$ cat config.mk
export PLATFORM = sky130hd
export DESIGN_NAME = compass_heading_led_indicator_flat
export DESIGN_NICKNAME = d
export VERILOG_FILES = /design/src/rtl/chd_pkg.sv /design/src/rtl/chd_if.sv /design/src/rtl/compass_heading_led_indicator.sv /design/src/rtl/chd_cordic_stage.sv /design/src/flat_wrapper.sv
export SDC_FILE = /design/constraint.sdc
export NUM_CORES = 2
export LEC_CHECK = 0
export BUFFER_PORTS_ARGS = -buffer_cell sky130_fd_sc_hd__buf_2
export CORE_MARGIN = 2
export CORE_UTILIZATION = 30
export CTS_CLUSTER_SIZE = 16
export DETAILED_ROUTE_END_ITERATION = 8
export GPL_TIMING_DRIVEN = 0
export MAX_ROUTING_LAYER = met4
export SYNTH_ARGS = -nofsm -noshare
export SYNTH_HDL_FRONTEND = slang
export SYNTH_SLANG_ARGS = --single-unit
$ cat constraint.sdc
create_clock -name clk -period 7.9 [get_ports clk]
set_clock_uncertainty 0.2 [all_clocks]
set_input_delay 0.79 -clock clk [delete_from_list [all_inputs] [get_ports clk]]
set_output_delay 0.79 -clock clk [all_outputs]
set_load 0.005 [all_outputs]
$ cat src/rtl/chd_pkg.sv
// Shared types, constants and the arctangent table of the compass heading block.
package chd_pkg;

	// Width of one magnetometer axis and of the heading.
	localparam int MAG_W = 16;
	// CORDIC x/y datapath: 16-bit axis scaled by 2^8, one bit for negation, two for gain.
	localparam int XY_W = 27;
	// Guard shift applied to x and y before the rotations.
	localparam int GUARD_SHIFT = 8;
	// One eighth of pi in 16-bit binary angle units.
	localparam int EIGHTH = 4096;
	// Width of the band half-width register.
	localparam int BAND_W = 13;
	localparam int LED_W = 8;

	// Configuration register indexes.
	localparam int CFG_IDX_W = 2;
	localparam logic [CFG_IDX_W-1:0] REG_Z_HIGH = 2'd0;
	localparam logic [CFG_IDX_W-1:0] REG_Z_LOW = 2'd1;
	localparam logic [CFG_IDX_W-1:0] REG_BAND = 2'd2;

	// Arctangent of 2^-i with pi = 2^31.
	localparam logic [31:0] ATAN_TAB [24] = '{
		32'h20000000, 32'h12E4051E, 32'h09FB385B, 32'h051111D4,
		32'h028B0D43, 32'h0145D7E1, 32'h00A2F61E, 32'h00517C55,
		32'h0028BE53, 32'h00145F2F, 32'h000A2F98, 32'h000517CC,
		32'h00028BE6, 32'h000145F3, 32'h0000A2FA, 32'h0000517D,
		32'h000028BE, 32'h0000145F, 32'h00000A30, 32'h00000518,
		32'h0000028C, 32'h00000146, 32'h000000A3, 32'h00000051
	};

	// How the z reading decides the LEDs.
	typedef enum logic [1:0] {
		ZCLS_COMPASS,
		ZCLS_ALL_ON,
		ZCLS_ALL_OFF
	} zcls_t;

	// Side information that rides along the CORDIC stages.
	typedef struct packed {
		logic  zero_vec;
		zcls_t zcls;
	} side_t;

	// Arctangent step i rounded to nearest for an accumulator with pi = 2^(ab-1).
	function automatic logic [31:0] atan_step(input int unsigned ab, input int unsigned i);
		logic [32:0] t;
		t = {1'b0, ATAN_TAB[5'(i)]} + (33'd1 << (31 - ab));
		return t[32:1] >> (31 - ab);
	endfunction

endpackage

$ cat src/rtl/chd_if.sv
// Valid/ready channel interfaces for magnetometer samples and compass results.
interface chd_sample_if;
	logic                               valid;
	logic                               ready;
	logic signed [chd_pkg::MAG_W-1:0]   mag_x;
	logic signed [chd_pkg::MAG_W-1:0]   mag_y;
	logic signed [chd_pkg::MAG_W-1:0]   mag_z;

	modport source (output valid, output mag_x, output mag_y, output mag_z, input ready);
	modport sink (input valid, input mag_x, input mag_y, input mag_z, output ready);
endinterface

interface chd_result_if;
	logic                               valid;
	logic                               ready;
	logic [chd_pkg::LED_W-1:0]          led_pattern;
	logic signed [chd_pkg::MAG_W-1:0]   heading_angle;

	modport source (output valid, output led_pattern, output heading_angle, input ready);
	modport sink (input valid, input led_pattern, input heading_angle, output ready);
endinterface

$ cat src/rtl/compass_heading_led_indicator.sv
// Top level: magnetometer sample to eight-LED compass pattern and heading, fully pipelined.
// Pipeline from an accepted sample beat to its result beat:
// one entry stage, one stage per CORDIC iteration, one rounding stage and one LED stage.
// Throughput: one sample per cycle; every stage holds its own valid bit, so a stalled
// result only blocks the input once all stages in front of it are full.
// Reset (arst_n low, asynchronous) empties the pipeline and loads the limits 240 and -310
// and the band half width 819.
module compass_heading_led_indicator #(
	parameter int ANGLE_BITS = 16
) (
	input  logic                                 clk,
	input  logic                                 arst_n,
	chd_sample_if.sink                           sample,
	chd_result_if.source                         result,
	input  logic                                 cfg_we,
	input  logic [chd_pkg::CFG_IDX_W-1:0]        cfg_index,
	input  logic [chd_pkg::MAG_W-1:0]            cfg_wdata
);

	// Fixed comparison points of the LED decode, one eighth of a turn apart.
	localparam logic signed [17:0] Q1 = 18'(chd_pkg::EIGHTH);
	localparam logic signed [17:0] Q3 = 18'(3 * chd_pkg::EIGHTH);
	localparam logic signed [17:0] Q5 = 18'(5 * chd_pkg::EIGHTH);
	localparam logic signed [17:0] Q7 = 18'(7 * chd_pkg::EIGHTH);

	// ------------------------------------------------------------------
	// Configuration registers. The user must change them only while the block is idle; the block does not enforce it.
	// Writes to an index that names no register are dropped.
	// ------------------------------------------------------------------
	logic signed [chd_pkg::MAG_W-1:0]  z_high_q;
	logic signed [chd_pkg::MAG_W-1:0]  z_low_q;
	logic [chd_pkg::BAND_W-1:0]        band_q;

	always_ff @(posedge clk or negedge arst_n) begin
		if (!arst_n) begin
			z_high_q <= 16'sd240;
			z_low_q <= -16'sd310;
			band_q <= 13'd819;
		end else if (cfg_we) begin
			case (cfg_index)
				chd_pkg::REG_Z_HIGH: z_high_q <= cfg_wdata;
				chd_pkg::REG_Z_LOW:  z_low_q <= cfg_wdata;
				chd_pkg::REG_BAND:   band_q <= cfg_wdata[chd_pkg::BAND_W-1:0];
				default: ;
			endcase
		end
	end

	// ------------------------------------------------------------------
	// Entry stage (s1): scale x and y by 2^8, fold the left half plane onto
	// the right one with a starting angle of pi, flag the zero vector and
	// settle the z tests, so that only the heading is left to compute.
	// ------------------------------------------------------------------
	logic                            v_s1;
	logic                            rdy_s1;
	logic signed [chd_pkg::XY_W-1:0] x_s1;
	logic signed [chd_pkg::XY_W-1:0] y_s1;
	logic [ANGLE_BITS-1:0]           z_s1;
	chd_pkg::side_t                  side_s1;

	logic signed [chd_pkg::XY_W-1:0] x_sc;
	logic signed [chd_pkg::XY_W-1:0] y_sc;
	chd_pkg::side_t                  side_in;

	always_comb begin
		x_sc = chd_pkg::XY_W'(sample.mag_x) <<< chd_pkg::GUARD_SHIFT;
		y_sc = chd_pkg::XY_W'(sample.mag_y) <<< chd_pkg::GUARD_SHIFT;
		side_in.zero_vec = (sample.mag_x == '0) && (sample.mag_y == '0);
		// The high test is made first and wins when the limits cross.
		if (sample.mag_z > z_high_q) begin
			side_in.zcls = chd_pkg::ZCLS_ALL_ON;
		end else if (sample.mag_z < z_low_q) begin
			side_in.zcls = chd_pkg::ZCLS_ALL_OFF;
		end else begin
			side_in.zcls = chd_pkg::ZCLS_COMPASS;
		end
	end

	logic [ANGLE_BITS:0] crdy_w;
	logic                cv_w [ANGLE_BITS+1];

	assign rdy_s1 = !v_s1 || crdy_w[0];
	assign sample.ready = rdy_s1;

	always_ff @(posedge clk or negedge arst_n) begin
		if (!arst_n) begin
			v_s1 <= 1'b0;
		end else if (rdy_s1) begin
			v_s1 <= sample.valid;
		end
	end

	// Plus and minus pi are the same code once the accumulator wraps.
	always_ff @(posedge clk) begin
		if (rdy_s1 && sample.valid) begin
			side_s1 <= side_in;
			if (sample.mag_x[chd_pkg::MAG_W-1]) begin
				x_s1 <= -x_sc;
				y_s1 <= -y_sc;
				z_s1 <= {1'b1, {(ANGLE_BITS-1){1'b0}}};
			end else begin
				x_s1 <= x_sc;
				y_s1 <= y_sc;
				z_s1 <= '0;
			end
		end
	end

	// ------------------------------------------------------------------
	// CORDIC: one registered stage per iteration. The angle accumulator is
	// ANGLE_BITS wide and wraps, which matches reducing it modulo a turn.
	// ------------------------------------------------------------------
	logic signed [chd_pkg::XY_W-1:0] cx_w [ANGLE_BITS+1];
	logic signed [chd_pkg::XY_W-1:0] cy_w [ANGLE_BITS+1];
	logic [ANGLE_BITS-1:0]           cz_w [ANGLE_BITS+1];
	chd_pkg::side_t                  cside_w [ANGLE_BITS+1];

	assign cv_w[0] = v_s1;
	assign cx_w[0] = x_s1;
	assign cy_w[0] = y_s1;
	assign cz_w[0] = z_s1;
	assign cside_w[0] = side_s1;

	for (genvar i = 0; i < ANGLE_BITS; i++) begin : g_cordic
		chd_cordic_stage #(
			.ANGLE_BITS (ANGLE_BITS),
			.STEP       (i)
		) u_stage (
			.clk       (clk),
			.arst_n    (arst_n),
			.in_valid  (cv_w[i]),
			.in_ready  (crdy_w[i]),
			.in_x      (cx_w[i]),
			.in_y      (cy_w[i]),
			.in_z      (cz_w[i]),
			.in_side   (cside_w[i]),
			.out_valid (cv_w[i+1]),
			.out_ready (crdy_w[i+1]),
			.out_x     (cx_w[i+1]),
			.out_y     (cy_w[i+1]),
			.out_z     (cz_w[i+1]),
			.out_side  (cside_w[i+1])
		);
	end

	// ------------------------------------------------------------------
	// Rounding stage (s2): bring the accumulator to 16 bits with pi = 32768.
	// Fewer bits are shifted up exactly; more bits are rounded half up.
	// The zero vector reads as heading zero.
	// ------------------------------------------------------------------
	logic                             v_s2;
	logic                             rdy_s2;
	logic signed [chd_pkg::MAG_W-1:0] h_s2;
	chd_pkg::zcls_t                   zcls_s2;
	logic signed [chd_pkg::MAG_W-1:0] h_rnd;
	logic [ANGLE_BITS-1:0]            z_fin;

	assign z_fin = cz_w[ANGLE_BITS];

	if (ANGLE_BITS > chd_pkg::MAG_W) begin : g_round_down
		localparam int RS = ANGLE_BITS - chd_pkg::MAG_W;
		localparam logic [ANGLE_BITS:0] HALF = (ANGLE_BITS+1)'(1) << (RS - 1);
		logic signed [ANGLE_BITS:0] zr;
		logic signed [ANGLE_BITS:0] zsh;
		always_comb begin
			zr = $signed({z_fin[ANGLE_BITS-1], z_fin}) + $signed(HALF);
			zsh = zr >>> RS;
			h_rnd = zsh[chd_pkg::MAG_W-1:0];
		end
	end else if (ANGLE_BITS < chd_pkg::MAG_W) begin : g_round_up
		assign h_rnd = {z_fin, (chd_pkg::MAG_W-ANGLE_BITS)'(0)};
	end else begin : g_round_same
		assign h_rnd = z_fin;
	end

	assign crdy_w[ANGLE_BITS] = rdy_s2;

	always_ff @(posedge clk or negedge arst_n) begin
		if (!arst_n) begin
			v_s2 <= 1'b0;
		end else if (rdy_s2) begin
			v_s2 <= cv_w[ANGLE_BITS];
		end
	end

	always_ff @(posedge clk) begin
		if (rdy_s2 && cv_w[ANGLE_BITS]) begin
			h_s2 <= cside_w[ANGLE_BITS].zero_vec ? '0 : h_rnd;
			zcls_s2 <= cside_w[ANGLE_BITS].zcls;
		end
	end

	// ------------------------------------------------------------------
	// LED stage (s3): pick the LED pattern. Sixteen range tests are checked
	// in a fixed order and the last one that holds decides; bands around
	// the odd multiples of pi/8 light two neighbours.
	// ------------------------------------------------------------------
	logic                             v_s3;
	logic                             rdy_s3;
	logic [chd_pkg::LED_W-1:0]        led_s3;
	logic signed [chd_pkg::MAG_W-1:0] h_s3;
	chd_pkg::zcls_t                   zcls_s3;
	logic [chd_pkg::BAND_W-1:0]       band_sat;
	logic [chd_pkg::LED_W-1:0]        led_nx;

	function automatic logic in_range(input logic signed [17:0] h,
		input logic signed [17:0] lo, input logic signed [17:0] hi);
		return (h >= lo) && (h <= hi);
	endfunction

	function automatic logic [chd_pkg::LED_W-1:0] compass(input logic signed [17:0] h,
		input logic signed [17:0] e);
		logic [chd_pkg::LED_W-1:0] p;
		p = 8'h00;
		if (in_range(h, -Q1 + e, Q1 - e)) p = 8'h01;
		if (in_range(h, Q1 - e, Q1 + e)) p = 8'h03;
		if (in_range(h, Q1 + e, Q3 - e)) p = 8'h02;
		if (in_range(h, Q3 - e, Q3 + e)) p = 8'h06;
		if (in_range(h, Q3 + e, Q5 - e)) p = 8'h04;
		if (in_range(h, Q5 - e, Q5 + e)) p = 8'h0C;
		if (in_range(h, Q5 + e, Q7 - e)) p = 8'h08;
		if (in_range(h, Q7 - e, Q7 + e)) p = 8'h18;
		if ((h >= Q7 + e) || (h <= -Q7 - e)) p = 8'h10;
		if (in_range(h, -Q7 - e, -Q7 + e)) p = 8'h30;
		if (in_range(h, -Q7 + e, -Q5 - e)) p = 8'h20;
		if (in_range(h, -Q5 - e, -Q5 + e)) p = 8'h60;
		if (in_range(h, -Q5 + e, -Q3 - e)) p = 8'h40;
		if (in_range(h, -Q3 - e, -Q3 + e)) p = 8'hC0;
		if (in_range(h, -Q3 + e, -Q1 - e)) p = 8'h80;
		if (in_range(h, -Q1 - e, -Q1 + e)) p = 8'h81;
		return p;
	endfunction

	// A band wider than an eighth of pi is held at an eighth of pi.
	assign band_sat = (band_q > chd_pkg::BAND_W'(chd_pkg::EIGHTH))
		? chd_pkg::BAND_W'(chd_pkg::EIGHTH) : band_q;

	always_comb begin
		case (zcls_s2)
			chd_pkg::ZCLS_ALL_ON:  led_nx = 8'hFF;
			chd_pkg::ZCLS_ALL_OFF: led_nx = 8'h00;
			chd_pkg::ZCLS_COMPASS: led_nx = compass(18'(h_s2), $signed({5'd0, band_sat}));
			default:               led_nx = 8'h00;
		endcase
	end

	assign rdy_s3 = !v_s3 || result.ready;
	assign rdy_s2 = !v_s2 || rdy_s3;

	always_ff @(posedge clk or negedge arst_n) begin
		if (!arst_n) begin
			v_s3 <= 1'b0;
		end else if (rdy_s3) begin
			v_s3 <= v_s2;
		end
	end

	always_ff @(posedge clk) begin
		if (rdy_s3 && v_s2) begin
			led_s3 <= led_nx;
			h_s3 <= h_s2;
			zcls_s3 <= zcls_s2;
		end
	end

	assign result.valid = v_s3;
	assign result.led_pattern = led_s3;
	assign result.heading_angle = h_s3;

	// ------------------------------------------------------------------
	// Checks.
	// ------------------------------------------------------------------

	// The input is held off only when every stage up to the output is full
	// and the output beat is not being taken.
	a_backpressure_only_when_full: assert property (@(posedge clk) disable iff (!arst_n)
		!sample.ready |-> (v_s1 && v_s2 && v_s3 && !result.ready))
		else $error("input stalled while the pipeline has room");

	// A heading-decided pattern lights one LED or two neighbours, never more.
	a_compass_one_or_two: assert property (@(posedge clk) disable iff (!arst_n)
		(v_s3 && zcls_s3 == chd_pkg::ZCLS_COMPASS) |->
		($countones(led_s3) == 1 || $countones(led_s3) == 2))
		else $error("compass pattern lights a wrong number of LEDs");

	// A beat in the rounding stage moves to the output whenever the output can take it.
	a_s2_drains: assert property (@(posedge clk) disable iff (!arst_n)
		(v_s2 && rdy_s3) |=> v_s3)
		else $error("beat lost between rounding and LED stages");

endmodule

$ cat src/rtl/chd_cordic_stage.sv
// One registered vectoring CORDIC iteration with valid/ready flow control.
module chd_cordic_stage #(
	parameter int ANGLE_BITS = 16,
	parameter int STEP = 0
) (
	input  logic                              clk,
	input  logic                              arst_n,
	input  logic                              in_valid,
	output logic                              in_ready,
	input  logic signed [chd_pkg::XY_W-1:0]   in_x,
	input  logic signed [chd_pkg::XY_W-1:0]   in_y,
	input  logic [ANGLE_BITS-1:0]             in_z,
	input  chd_pkg::side_t                    in_side,
	output logic                              out_valid,
	input  logic                              out_ready,
	output logic signed [chd_pkg::XY_W-1:0]   out_x,
	output logic signed [chd_pkg::XY_W-1:0]   out_y,
	output logic [ANGLE_BITS-1:0]             out_z,
	output chd_pkg::side_t                    out_side
);

	localparam logic [31:0] STEP_FULL = chd_pkg::atan_step(ANGLE_BITS, STEP);
	localparam logic [ANGLE_BITS-1:0] STEP_ANG = STEP_FULL[ANGLE_BITS-1:0];

	logic                            v_s1;
	logic signed [chd_pkg::XY_W-1:0] x_s1;
	logic signed [chd_pkg::XY_W-1:0] y_s1;
	logic [ANGLE_BITS-1:0]           z_s1;
	chd_pkg::side_t                  side_s1;

	logic signed [chd_pkg::XY_W-1:0] xs;
	logic signed [chd_pkg::XY_W-1:0] ys;
	logic signed [chd_pkg::XY_W-1:0] x_nx;
	logic signed [chd_pkg::XY_W-1:0] y_nx;
	logic [ANGLE_BITS-1:0]           z_nx;

	assign in_ready = !v_s1 || out_ready;

	// Rotate toward the x axis by the sign of y.
	always_comb begin
		xs = in_x >>> STEP;
		ys = in_y >>> STEP;
		if (!in_y[chd_pkg::XY_W-1]) begin
			x_nx = in_x + ys;
			y_nx = in_y - xs;
			z_nx = in_z + STEP_ANG;
		end else begin
			x_nx = in_x - ys;
			y_nx = in_y + xs;
			z_nx = in_z - STEP_ANG;
		end
	end

	always_ff @(posedge clk or negedge arst_n) begin
		if (!arst_n) begin
			v_s1 <= 1'b0;
		end else if (in_ready) begin
			v_s1 <= in_valid;
		end
	end

	always_ff @(posedge clk) begin
		if (in_ready && in_valid) begin
			x_s1 <= x_nx;
			y_s1 <= y_nx;
			z_s1 <= z_nx;
			side_s1 <= in_side;
		end
	end

	assign out_valid = v_s1;
	assign out_x = x_s1;
	assign out_y = y_s1;
	assign out_z = z_s1;
	assign out_side = side_s1;

endmodule

$ cat src/flat_wrapper.sv
// flat-port wrapper written by rule: the top's interface ports become plain ports
module compass_heading_led_indicator_flat 
#(
	parameter int ANGLE_BITS = 16
)
  (clk, arst_n, cfg_we, cfg_index, cfg_wdata, sample_valid, sample_mag_x, sample_mag_y, sample_mag_z, sample_ready, result_valid, result_led_pattern, result_heading_angle, result_ready);
  chd_sample_if sample_i ();
  chd_result_if result_i ();
  input  logic clk;
  input  logic arst_n;
  input  logic cfg_we;
  input  logic [chd_pkg::CFG_IDX_W-1:0] cfg_index;
  input  logic [chd_pkg::MAG_W-1:0] cfg_wdata;
  input wire logic [$bits(sample_i.valid)-1:0] sample_valid;
  input wire logic [$bits(sample_i.mag_x)-1:0] sample_mag_x;
  input wire logic [$bits(sample_i.mag_y)-1:0] sample_mag_y;
  input wire logic [$bits(sample_i.mag_z)-1:0] sample_mag_z;
  output wire logic [$bits(sample_i.ready)-1:0] sample_ready;
  output wire logic [$bits(result_i.valid)-1:0] result_valid;
  output wire logic [$bits(result_i.led_pattern)-1:0] result_led_pattern;
  output wire logic [$bits(result_i.heading_angle)-1:0] result_heading_angle;
  input wire logic [$bits(result_i.ready)-1:0] result_ready;
  assign sample_i.valid = sample_valid;
  assign sample_i.mag_x = sample_mag_x;
  assign sample_i.mag_y = sample_mag_y;
  assign sample_i.mag_z = sample_mag_z;
  assign sample_ready = sample_i.ready;
  assign result_valid = result_i.valid;
  assign result_led_pattern = result_i.led_pattern;
  assign result_heading_angle = result_i.heading_angle;
  assign result_i.ready = result_ready;
  compass_heading_led_indicator #(.ANGLE_BITS(ANGLE_BITS)) u_core (.clk(clk), .arst_n(arst_n), .sample(sample_i), .result(result_i), .cfg_we(cfg_we), .cfg_index(cfg_index), .cfg_wdata(cfg_wdata));
endmodule
Word level (Yosys, flattened, before mapping)
Cells that the tools add are included.
- add/subtract/negate cells: 101
- multipliers: 0
- divide/modulo/power cells: 0
- magnitude comparators: 35
- equality and inequality tests: 3
- shift-type cells: 0
- multiplexer cells: 64
- bitwise logic cells: 0
- reductions and logical operators: 81
- operator list (kind ; count):
    $mux W27 ; 28
    $mux W16 ; 16
    $ge A16 B17 Y1 ; 6
    $le A16 B17 Y1 ; 6
    $ge A16 B16 Y1 ; 5
    $le A16 B16 Y1 ; 5
    $ge A16 B15 Y1 ; 4
    $le A16 B15 Y1 ; 4
    $add A27 B15 Y27 ; 2
    $add A27 B16 Y27 ; 2
    $add A27 B17 Y27 ; 2
    $add A27 B18 Y27 ; 2
    $add A27 B19 Y27 ; 2
    $add A27 B20 Y27 ; 2
    $add A27 B21 Y27 ; 2
    $add A27 B22 Y27 ; 2
    $add A27 B23 Y27 ; 2
    $add A27 B24 Y27 ; 2
    $add A27 B25 Y27 ; 2
    $add A27 B26 Y27 ; 2
    $neg A24 Y27 ; 2
    $sub A27 B15 Y27 ; 2
    $sub A27 B16 Y27 ; 2
    $sub A27 B17 Y27 ; 2
    77 further kinds ; 178
- flip-flop bits (word level): 1212
- latch bits: 0
- RAM bits: 0
- ROM bits: 0
- input bits: 71
- word-level logic and storage cells: 392
- memories kept: 0

Longest topological paths before layout
- depth in word-level cells: 22
- gate-level depth with buffers: 20

Hierarchy
From an unflattened synthesis, not the netlist that was laid out.
- cell total of the unflattened synthesis: 12072
- area, all modules: 113236.1 um2
- by module, submodules not included (module ; times used ; cells an instance ; area each (um2) ; sequential area each (um2)):
    compass_heading_led_indicator ; 1 ; 769 ; 8185.4 ; 3749.8
    chd_cordic_stage at u_core.g_cordic[7].u_stage ; 1 ; 765 ; 6939.2 ; 2217.1
    chd_cordic_stage at u_core.g_cordic[0].u_stage ; 1 ; 766 ; 6849.1 ; 2187.1
    chd_cordic_stage at u_core.g_cordic[3].u_stage ; 1 ; 758 ; 6797.8 ; 2217.1
    chd_cordic_stage at u_core.g_cordic[5].u_stage ; 1 ; 725 ; 6726.5 ; 2217.1
    chd_cordic_stage at u_core.g_cordic[2].u_stage ; 1 ; 704 ; 6675.2 ; 2217.1
    chd_cordic_stage at u_core.g_cordic[6].u_stage ; 1 ; 702 ; 6673.9 ; 2217.1
    chd_cordic_stage at u_core.g_cordic[13].u_stage ; 1 ; 720 ; 6671.4 ; 2217.1
    chd_cordic_stage at u_core.g_cordic[1].u_stage ; 1 ; 708 ; 6625.1 ; 2217.1
    chd_cordic_stage at u_core.g_cordic[8].u_stage ; 1 ; 704 ; 6615.1 ; 2217.1
    chd_cordic_stage at u_core.g_cordic[11].u_stage ; 1 ; 719 ; 6597.6 ; 2217.1
    chd_cordic_stage at u_core.g_cordic[4].u_stage ; 1 ; 701 ; 6570.1 ; 2217.1
    chd_cordic_stage at u_core.g_cordic[10].u_stage ; 1 ; 689 ; 6453.7 ; 2217.1
    chd_cordic_stage at u_core.g_cordic[14].u_stage ; 1 ; 694 ; 6448.7 ; 2217.1
    3 more rows ; - ; - ; - ; -

Worst setup path after synthesis
No wires, ideal clock.
- path kind: input to register
- from: in result_ready
- to: reg u_core.g_cordic[7].u_stage.side_s1, in the netlist u_core.g_cordic[7].u_stage.out_side[0] (enable)
- library setup time: 0.612 ns
- arrival time: 6.832 ns
- path slack: 0.255 ns
- stages: 7
- path buffers: 0
- cells stage by stage: nor2b_1 and3_1 and3_1 nand2_1 nor2_1 and2_1 a21boi_0
- cells in the longest elaborated chain, start to end: 12
- ends and longest elaborated chain (item ; line ; source):
    start, declared ; flat_wrapper.sv:22 ; input wire logic [$bits(result_i.ready)-1:0] result_ready;
    $logic_or A1 B1 Y1 ; compass_heading_led_indicator.sv:247 ; assign rdy_s3 = !v_s3 || result.ready;
    $logic_or A1 B1 Y1 ; compass_heading_led_indicator.sv:248 ; assign rdy_s2 = !v_s2 || rdy_s3;
    $logic_or A1 B1 Y1 (9 in a row) ; chd_cordic_stage.sv:37 ; assign in_ready = !v_s1 || out_ready;
    $logic_and A1 B1 Y1 ; chd_cordic_stage.sv:63 ; if (in_ready && in_valid) begin
    end signal, assigned ; chd_cordic_stage.sv:67 ; side_s1 <= in_side;
    end, declared ; chd_cordic_stage.sv:29 ; chd_pkg::side_t side_s1;
No other way between the ends.
A chain may end at the register's enable or synchronous reset.

Final worst setup path
- from: reg u_core.g_cordic[1].u_stage.y_s1, in the netlist u_core.g_cordic[1].u_stage.out_y[26]
- to: reg u_core.g_cordic[2].u_stage.y_s1, in the netlist u_core.g_cordic[2].u_stage.out_y[25] (data pin)
- cells in the longest elaborated chain, start to end: 1
- ends and longest elaborated chain (item ; line ; source):
    start, declared ; chd_cordic_stage.sv:27 ; logic signed [chd_pkg::XY_W-1:0] y_s1;
    start signal, assigned ; chd_cordic_stage.sv:65 ; y_s1 <= y_nx;
    $mux W27 ; chd_cordic_stage.sv:43 ; if (!in_y[chd_pkg::XY_W-1]) begin
    via u_core.g_cordic[2].u_stage.y_nx (one bit) ; chd_cordic_stage.sv:34 ; logic signed [chd_pkg::XY_W-1:0] y_nx;
    end signal, assigned ; chd_cordic_stage.sv:65 ;
    end, declared ; chd_cordic_stage.sv:27 ;
The timed path passes the listed nets, and every way through them passes these cells.

==> results.toml <==
[worst_setup_path]
startpoint = "u_core.g_cordic[1].u_stage.out_y[26]$_DFFE_PP_"
cp-end-kind = "flop"
r2r_end = "u_core.g_cordic[2].u_stage.out_y[25]$_DFFE_PP_"
r2r-start = "u_core.g_cordic[1].u_stage.out_y[26]$_DFFE_PP_"
rr_worst_depth = 16
crit_path_end = "u_core.g_cordic[2].u_stage.out_y[25]$_DFFE_PP_"
r2r_setup_slack_ps = 2150
worstPathMaxFanout = 10
crit_arrival_ps = 6040
critical_path_required_ps = 8190
crit_type = "reg2reg"
cp-start-kind = "flop"

[routing]
drt-initial-drc-count = 4122
vias_per_cell = 5.08
routed_wl_um = 209000
drt-pass1-iter-count = 5
detail_route.wl_per_cell_um = 17.0
drc = 0
ant_nets = 0
via_count = 62152

[yosys]
synthXorXnorAreaFrac_pct = 12.0
ys.flop_type = "edfxtp_1"
avgSynthCellArea_um2 = 9.82
synth_edf_count = 986
synth_compound_area_share_pct = 16.4
synthTopCellsByArea = "edfxtp_1 (36%), ha_1 (14%), xnor2_1 (8.0%)"
yosysTopAreaCellShare_pct = 36.2
synthAdderAreaFrac_pct = 15.1
muxShareOfSynthArea_pct = 1.12
yosysTopAreaCell = "edfxtp_1"
synthCells = 8322
synth_seq_area_share_pct = 38.2
synth_common_cells = "edfxtp_1 (986), ha_1 (940), nor2_1 (874)"
synth_seq_cells = 1050
synth-warning-count = 0
synth_top_family_by_area = "compound AO/OA/AOI/OAI gates"
yosysMostFrequentCell = "edfxtp_1"
synth_cell_type_count = 98
async_flop_share_pct = 6.10
syn_area_um2 = 81800
yosys.area_share.simple_pct = 14.7

[clock_network]
insertion_delay_ps = 740
cts-root-buf = "clkbuf_16"
cts_buffer_depth = 3
h-tree-depth = 3
cts_tree = "built"
clk_pin_slew_ps = 60
numCtsBuffers = 115
cts_sinks = 1050

[placed_design]
port-buffer-count = 95
place_congestion = 0.939
dp.final_hpwl_um = 168000
dpl.cell_count = 12016

[timing]
rsz0062_at_grt = "no"
setup_viol = 0
post-route-period-util_pct = 72.8
fmax_mhz = 174
slew_headroom_pct = 16.9
finalHoldViolCount = 0
fin_crit_ps = 5750
tightest_slew_ps = 1230
slew_viol_final = 0

[die]
fp.dieW_um = 526
io_pins = 97
coreArea_um2 = 271000
rows = 191
start_util_pct = 30.2
die_y_um = 526
die_area_um2 = 277000

[cells_and_area]
syn2layout_area_growth_pct = 11.8
nets = 9607
diodes = 0
n_fill_cell = 27349
instances_no_fill = 12234
drive_above_1_share_pct = 5.62

[hold_path]
hold_start = "sample_valid"
min_path_type = "in2reg"
min_delay_path_depth = 2

[grt]
track_usage_pct = 15.1
grt_pass1_wl_um = 331000
antenna_found_initial = 8
grt_max_degree = 71
grt-ovfl-total = 0
grt_pass1_vias = 61540

[run_status]
outcome = "finished, final reports clean"

[run]
drv_cap = 0
[final cells by class]
type | instances | area, um^2 | share of cell area, %
plain buffers | 109 | 419 | 0.459
clock buffers | 134 | 3050 | 3.34
clock inverters | 82 | 1030 | 1.13
inverters | 417 | 1570 | 1.71
multi-input cells | 6754 | 48700 | 53.2
flip-flops and latches | 1050 | 31200 | 34.2
well taps | 3570 | 4470 | 4.89
repair buffers | 118 | 966 | 1.06
[cells by family after synthesis]
logic type,count (synthesis)
other,2
adders and majority gates,971
muxes,84
DFF,1050
buffers and inverters,526
AOI/OAI and AO/OA,2101
xor gates and xnor gates,1121
and+or+nand+nor,2467
[routing by layer]
| metal | part of all wire, % | vias to the layer above | track usage [%] |
|---|---|---|---|
| met1 | 44 | 29374 | 18.0 |
| met5 | 0 | - | - |
| met2 | 49 | 1264 | 26.3 |
| met4 | 3.9 | 0 | 5.47 |
| met3 | 3.4 | 395 | 1.52 |
| li1 | - | 31119 | - |
[worst min path at each step]
stage,end,slack [ps]
3_5_place_dp,u_core.g_cordic[8].u_stage.out_side[2]$_DFFE_PP_,200
3_3_place_gp,u_core.g_cordic[10].u_stage.out_side[0]$_DFFE_PP_,200
2_1_floorplan,u_core.g_cordic[0].u_stage.out_side[0]$_DFFE_PP_,200
5_1_grt,u_core.x_s1[8]$_DFFE_PP_,40
4_1_cts,u_core.z_high_q[14]$_DFFE_PN0P_,3
6_report,u_core.v_s1$_DFFE_PN0N_,70
[state kept, by name, indices dropped and copies added, names as in the netlist, 2 cells and up]
name                               count
u_core.result.led_pattern              8
u_core.band_q                         13
u_core.g_cordic.u_stage.out_x        316
u_core.h_s2                           15
u_core.y_s1                           19
u_core.z_high_q                       16
u_core.z_low_q                        16
u_core.g_cordic.u_stage.out_side      48
u_core.g_cordic.u_stage.out_y        326
u_core.zcls_s2                         2
u_core.cside_w                         3
u_core.g_cordic.u_stage.out_valid     16
u_core.g_cordic.u_stage.out_z        214
u_core.result.heading_angle           15
u_core.x_s1                           19
[repair_timing]
item	CTS	global route
resized for setup	0	0
setup buffers	0	0
hold endpoints to repair	44	0
hold buffers	2	0
[cells in the final DEF, fill, tap and decap left out, drive strengths merged, types with 86 or more instances in the layout]
cell    instances
o21bai         93
xnor2         748
nand2b        117
nand3         135
edfxtp        986
o21a          129
nor3          303
o21ai         398
nor2          874
ha            940
nand2         385
nor2b         142
xor2          373
a21oi         692
inv           422
nor4           86
and3           94
clkbuf        218
a21o          226
buf           141
[critical path: stages (launching register included)]
cell and delay [ps]:
edfxtp_1 770, buf_2 410, buf_1 530, nor2_1 140
xor2_1 180, ha_1 210, fa_1 400, a21o_1 170
a21oi_1 340, o21ai_0 190, or4_1 490, a31oi_1 290
a2111oi_0 220, o21a_1 230, o21ai_0 240, a21oi_1 120
xor2_1 360
[per-stage QoR]
step / TNS [ps] / utilization [%] / hold WS [ps] / cell area, um^2 / setup WS [ps]
6_report: 0 / 33.7 / 68.9 / 91400 / 2150
5_1_grt: 0 / 33.7 / 37.4 / 91400 / 1800
4_1_cts: 0 / 33.7 / 2.78 / 91400 / 2090
3_5_place_dp: 0 / 32.2 / 205 / 87300 / 2090
3_3_place_gp: -171280 / 32.0 / 201 / 86700 / -2370
2_1_floorplan: 0 / - / 200 / 81800 / 255
Power is left out: the tool's default activity adds up to more than one toggle a clock period on the data nets, which glitch-free logic cannot reach.
